### src/ksbc_pkg.sv
`timescale 1ns / 1ps
// ----------------------------------------------------------------------------
// ksbc_pkg: shared types and constants of the keyed substitution byte cipher
// payload structs, action codes, controller states and control bundles
// ----------------------------------------------------------------------------
package ksbc_pkg;

    localparam int KEY_MAX_DEF = 64;   // default key store depth
    localparam int TABLE_SIZE  = 256;  // substitution table depth
    localparam int BYTE_W      = 8;
    localparam int KEY_SLOT_W  = 6;
    localparam int KEY_LEN_W   = 7;
    localparam int LEN_W       = 9;    // holds any length up to 256

    typedef enum logic [1:0] {
        ACT_LOAD_KEY = 2'd0,
        ACT_BUILD    = 2'd1,
        ACT_ENCRYPT  = 2'd2,
        ACT_DECRYPT  = 2'd3
    } action_t;

    typedef struct packed {
        action_t                 action;
        logic [BYTE_W-1:0]       data_byte;
        logic [KEY_SLOT_W-1:0]   key_slot;
        logic                    new_message;
    } in_item_t;

    typedef struct packed {
        logic [BYTE_W-1:0]       result_byte;
        logic                    table_ready;
    } out_item_t;

    typedef enum logic [3:0] {
        ST_IDLE,
        ST_DECODE,
        ST_CHAIN_RD,
        ST_ENC,
        ST_FILL,
        ST_SWAP_KEY,
        ST_SWAP_RD,
        ST_SWAP_WR1,
        ST_SWAP_WR2,
        ST_INV_RD,
        ST_INV_WR,
        ST_DONE
    } ctrl_state_t;

    // controller to datapath strobes, at most one high per cycle
    typedef struct packed {
        logic accept;
        logic decode;
        logic chain_rd;
        logic enc;
        logic fill;
        logic swap_rd;
        logic swap_wr1;
        logic swap_wr2;
        logic inv_rd;
        logic inv_wr;
        logic out_load;
    } ctrl_cmd_t;

    typedef struct packed {
        action_t action;
        logic    idx_last;
        logic    out_free;
    } dp_status_t;

endpackage

### src/ksbc_ctrl.sv
`timescale 1ns / 1ps
// ----------------------------------------------------------------------------
// ksbc_ctrl: sequencing state machine
// walks one request at a time through decode, cipher or table build steps
// ----------------------------------------------------------------------------
module ksbc_ctrl (
    input  logic                  aclk,
    input  logic                  aresetn,
    input  logic                  s_valid,
    output logic                  s_ready,
    input  ksbc_pkg::dp_status_t  status,
    output ksbc_pkg::ctrl_cmd_t   cmd
);

    ksbc_pkg::ctrl_state_t state_reg;
    ksbc_pkg::ctrl_state_t state_next;

    always_ff @(posedge aclk) begin
        if (!aresetn) begin
            state_reg <= ksbc_pkg::ST_IDLE;
        end else begin
            state_reg <= state_next;
        end
    end

    always_comb begin
        state_next = state_reg;
        case (state_reg)
            ksbc_pkg::ST_IDLE: begin
                if (s_valid) begin
                    state_next = ksbc_pkg::ST_DECODE;
                end
            end
            ksbc_pkg::ST_DECODE: begin
                case (status.action)
                    ksbc_pkg::ACT_LOAD_KEY: state_next = ksbc_pkg::ST_DONE;
                    ksbc_pkg::ACT_BUILD:    state_next = ksbc_pkg::ST_FILL;
                    default:                state_next = ksbc_pkg::ST_CHAIN_RD;
                endcase
            end
            ksbc_pkg::ST_CHAIN_RD: begin
                if (status.action == ksbc_pkg::ACT_ENCRYPT) begin
                    state_next = ksbc_pkg::ST_ENC;
                end else begin
                    state_next = ksbc_pkg::ST_DONE;
                end
            end
            ksbc_pkg::ST_ENC: state_next = ksbc_pkg::ST_DONE;
            ksbc_pkg::ST_FILL: begin
                if (status.idx_last) begin
                    state_next = ksbc_pkg::ST_SWAP_KEY;
                end
            end
            ksbc_pkg::ST_SWAP_KEY: state_next = ksbc_pkg::ST_SWAP_RD;
            ksbc_pkg::ST_SWAP_RD:  state_next = ksbc_pkg::ST_SWAP_WR1;
            ksbc_pkg::ST_SWAP_WR1: state_next = ksbc_pkg::ST_SWAP_WR2;
            ksbc_pkg::ST_SWAP_WR2: begin
                if (status.idx_last) begin
                    state_next = ksbc_pkg::ST_INV_RD;
                end else begin
                    state_next = ksbc_pkg::ST_SWAP_KEY;
                end
            end
            ksbc_pkg::ST_INV_RD: state_next = ksbc_pkg::ST_INV_WR;
            ksbc_pkg::ST_INV_WR: begin
                if (status.idx_last) begin
                    state_next = ksbc_pkg::ST_DONE;
                end else begin
                    state_next = ksbc_pkg::ST_INV_RD;
                end
            end
            ksbc_pkg::ST_DONE: begin
                if (status.out_free) begin
                    state_next = ksbc_pkg::ST_IDLE;
                end
            end
            default: state_next = ksbc_pkg::ST_IDLE;
        endcase
    end

    always_comb begin
        cmd     = '0;
        s_ready = 1'b0;
        case (state_reg)
            ksbc_pkg::ST_IDLE: begin
                s_ready    = 1'b1;
                cmd.accept = s_valid;
            end
            ksbc_pkg::ST_DECODE:   cmd.decode   = 1'b1;
            ksbc_pkg::ST_CHAIN_RD: cmd.chain_rd = 1'b1;
            ksbc_pkg::ST_ENC:      cmd.enc      = 1'b1;
            ksbc_pkg::ST_FILL:     cmd.fill     = 1'b1;
            ksbc_pkg::ST_SWAP_RD:  cmd.swap_rd  = 1'b1;
            ksbc_pkg::ST_SWAP_WR1: cmd.swap_wr1 = 1'b1;
            ksbc_pkg::ST_SWAP_WR2: cmd.swap_wr2 = 1'b1;
            ksbc_pkg::ST_INV_RD:   cmd.inv_rd   = 1'b1;
            ksbc_pkg::ST_INV_WR:   cmd.inv_wr   = 1'b1;
            ksbc_pkg::ST_DONE:     cmd.out_load = status.out_free;
            default: ;
        endcase
    end

endmodule

### config.mk
export PLATFORM = sky130hd
export DESIGN_NAME = ksbc_ctrl
export DESIGN_NICKNAME = d
export VERILOG_FILES = /design/src/ksbc_pkg.sv /design/src/ksbc_ctrl.sv
export SDC_FILE = /design/constraint.sdc
export NUM_CORES = 1
export LEC_CHECK = 0
export BUFFER_PORTS_ARGS = -buffer_cell sky130_fd_sc_hd__buf_2
export CAP_MARGIN = 20
export CORE_AREA = 8 8 45 47
export CTS_CLUSTER_DIAMETER = 40
export DETAILED_ROUTE_END_ITERATION = 8
export DIE_AREA = 0 0 53 55
export GPL_TIMING_DRIVEN = 0
export PLACE_DENSITY = 0.63
export SETUP_SLACK_MARGIN = 0.3
export SLEW_MARGIN = 25
export SYNTH_ARGS = -nofsm -noshare
export SYNTH_HDL_FRONTEND = slang
export SYNTH_SLANG_ARGS = --single-unit
### constraint.sdc
create_clock -name aclk -period 2.8 [get_ports aclk]
set_input_delay 0.14 -clock aclk [delete_from_list [all_inputs] [get_ports aclk]]
set_output_delay 0.14 -clock aclk [all_outputs]
set_load 0.02 [all_outputs]
==> results.py <==
metrics = {
    "power_and_ir_drop": {
        "power.density_mw_per_mm2": 1124,
        "vdd_drop_max_mv": 0.2964,
        "p_leak_nw": 0.2649,
    },
    "critical_path": {
        "end_kind": "primary output",
        "slowest_delay_ps": 300,
        "required_ps": 2660,
        "crit_family": "buffers and inverters",
        "cpMostUsedCell": "buf_2",
        "critPathBufInv": 3,
        "crit_path_cell_trace": "buf_6, buf_2, nor4_2, and2_1, buf_2",
        "path_max_fanout": 10,
        "crit_type": "reg2out",
        "r2r_cells": 5,
        "path_depth": 5,
        "setup.worst_path.start": "state_reg[2]$_SDFFE_PN0P_",
        "r2r-start": "state_reg[2]$_SDFFE_PN0P_",
        "cp-start-kind": "flop",
        "cp.arrival_ps": 1380,
        "crit_slowest_cell": "dfxtp_1",
    },
    "timing": {
        "max-slew-margin-rel_pct": 80.04,
        "period_minus_slack_ps": 1515,
        "timing.fmax_mhz": 660.1,
        "rsz0062_at_grt": "no",
        "fin_ws_ps": 1285,
        "hold_viol_final": 0,
        "period_share_pct": 54.11,
        "hold_slack_ps": 180.7,
        "worst_pin_slew_ps": 298.4,
        "clock_skew_ps": 4.773,
        "drv_slew": 0,
        "setup_viol": 0,
        "fin_setup_tns_ps": 0,
    },
    "yosys": {
        "synth_seq_cells": 4,
        "yosysUniqueCellTypes": 26,
        "synthCells": 64,
        "synth_nets": 71,
        "yosys_warnings": 0,
        "avgSynthCellArea_sq_um": 6.608,
        "ys_seq_area_share_pct": 18.93,
        "syn_area_sq_um": 422.9,
    },
    "floorplan": {
        "core_area_sq_mm": 0.001384,
        "row_count": 14,
        "fp.dieW_um": 53,
        "dieHeight_um": 55,
        "start_util_pct": 30.56,
        "pin_count": 19,
        "die_area_sq_mm": 0.002915,
    },
    "route": {
        "avgViaCountPerCell": 5.040,
        "vias": 509,
        "wirelength_um": 1255,
        "drtIter0Drc": 1,
        "drtPass1Iterations": 4,
        "drc": 0,
        "avgRoutedWirePerCell_um": 12.43,
        "antenna_left": 0,
    },
    "global_route": {
        "grt_max_degree": 11,
        "grt_pass1_wl_um": 2125,
        "grt_remaining_overflow": 0,
        "grt_usage_pct": 9.389,
        "grt_pass1_vias": 481,
        "antenna_found_initial": 0,
    },
    "placement": {
        "io_buffers": 18,
        "place_congestion": 0.8064,
        "pre_cts_ws_ps": 1516,
        "placed_area_sq_um": 533.0,
        "hpwl_um": 937.9,
        "place_inst": 98,
    },
    "cells_and_area": {
        "final_nets": 94,
        "regArea_sq_um": 80.08,
        "largest_register_ffs": 4,
        "area_growth_pct": 31.36,
        "multi_input_area_sq_um": 292.8,
        "layout-drive-gt1-share_pct": 34.12,
        "design_area_sq_um": 555.5,
        "antenna_cells": 0,
        "fillers": 159,
        "fin_cells": 101,
    },
    "clock_network": {
        "path_clk_slew_ps": 40,
        "cts.sinks": 4,
        "cts_buffers": 3,
        "cts_root_buffer": "clkbuf_4",
        "clock_path_buffers": 2,
        "htreeDepth": 1,
        "cts_hold_buf": 0,
        "tritoncts": "built",
        "clock_latency_ps": 240,
        "postCtsSetupBuffers": 0,
        "cts.repair.resized": 0,
    },
    "run": {
        "cap_violations": 0,
    },
    "worst_hold_path": {
        "hp-start": "aresetn",
        "whs_path_depth": 2,
        "min_path_type": "in2reg",
    },
    "status": {
        "status": "finished clean",
    },
}
==> stage by stage <==
stage | util (%) | power (W)
2_1_floorplan | - | 0.0004375
3_3_place_gp | 38.52 | 0.0005460
3_5_place_dp | 38.52 | 0.0005483
4_1_cts | 40.14 | 0.0006275
5_1_grt | 40.14 | 0.0006854
6_report | 40.14 | 0.0006244
==> final cells by class <==
type / count / share of cell area [%]
Inverter: 3 / 2.027
Buffer: 6 / 6.982
Timing Repair Buffer: 18 / 16.22
Sequential cell: 4 / 14.41
Multi-Input combinational cell: 51 / 52.70
Clock buffer: 3 / 4.054
Tap cell: 16 / 3.604
==> power by group <==
group	leakage [nW]	total, W	switching (W)	internal [W]
clock	0.0138	0.0000732	0.0000252	0.0000481
combinational	0.218	0.000449	0.000274	0.000175
sequential	0.0330	0.000102	0.0000201	0.0000822
==> logic make-up after synthesis <==
kind of cell / share of synthesized area, %
compound gates: 26.63
buf+inv: 11.83
flops: 18.94
simple gates: 42.60
==> placed cells by master, fill, tap and decap left out, types with 2 or more instances in the layout <==
master    count
o21a_1        2
a31oi_1       2
nand2_1       4
buf_2        22
nor3_1        7
nor2_1        8
dfxtp_1       4
nand2b_1      5
inv_1         3
o21ai_0       4
clkbuf_4      3
nor2b_1       2
a21oi_1       5
==> worst paths after layout <==
kind	end	slack, ps
worst max-delay path	cmd[10]	1290
worst min register to register	state_reg[0]$_SDFFE_PN0P_	650
worst min-delay path	state_reg[2]$_SDFFE_PN0P_	180
worst max register to register	state_reg[0]$_SDFFE_PN0P_	1550
==> metal layers <==
layer | share of wire, % | track usage (%) | wire [um] | vias up
met5 | 0 | 0 | 0 | -
met4 | 0.88 | 5.172 | 11 | 0
met3 | 12 | 2.139 | 146 | 2
met2 | 43 | 15.43 | 544 | 19
met1 | 44 | 11.06 | 552 | 218
li1 | - | - | - | 270
==> cell usage after synthesis <==
cell	count	share of area, %
a21boi_1	1	1.8
a21oi_1	5	5.9
a22oi_1	1	1.8
a2bb2oi_1	1	2.1
a31oi_1	2	3.0
and2_1	1	1.5
and3_1	1	1.5
buf_2	4	4.7
buf_4	1	1.8
buf_6	1	2.7
dfxtp_1	4	19
inv_1	3	2.7
nand2_1	4	3.5
nand2b_1	5	7.4
nand2b_4	1	3.3
nand3_1	1	1.2
nor2_1	8	7.1
nor2b_1	2	3.0
nor3_1	7	8.3
nor4_1	1	1.5
nor4_2	1	3.0
o21a_1	2	3.5
o21ai_0	4	4.7
o31ai_1	1	1.8
o32ai_1	1	2.1
or3_1	1	1.5
No activity file was read; power rests on OpenSTA's default activity.
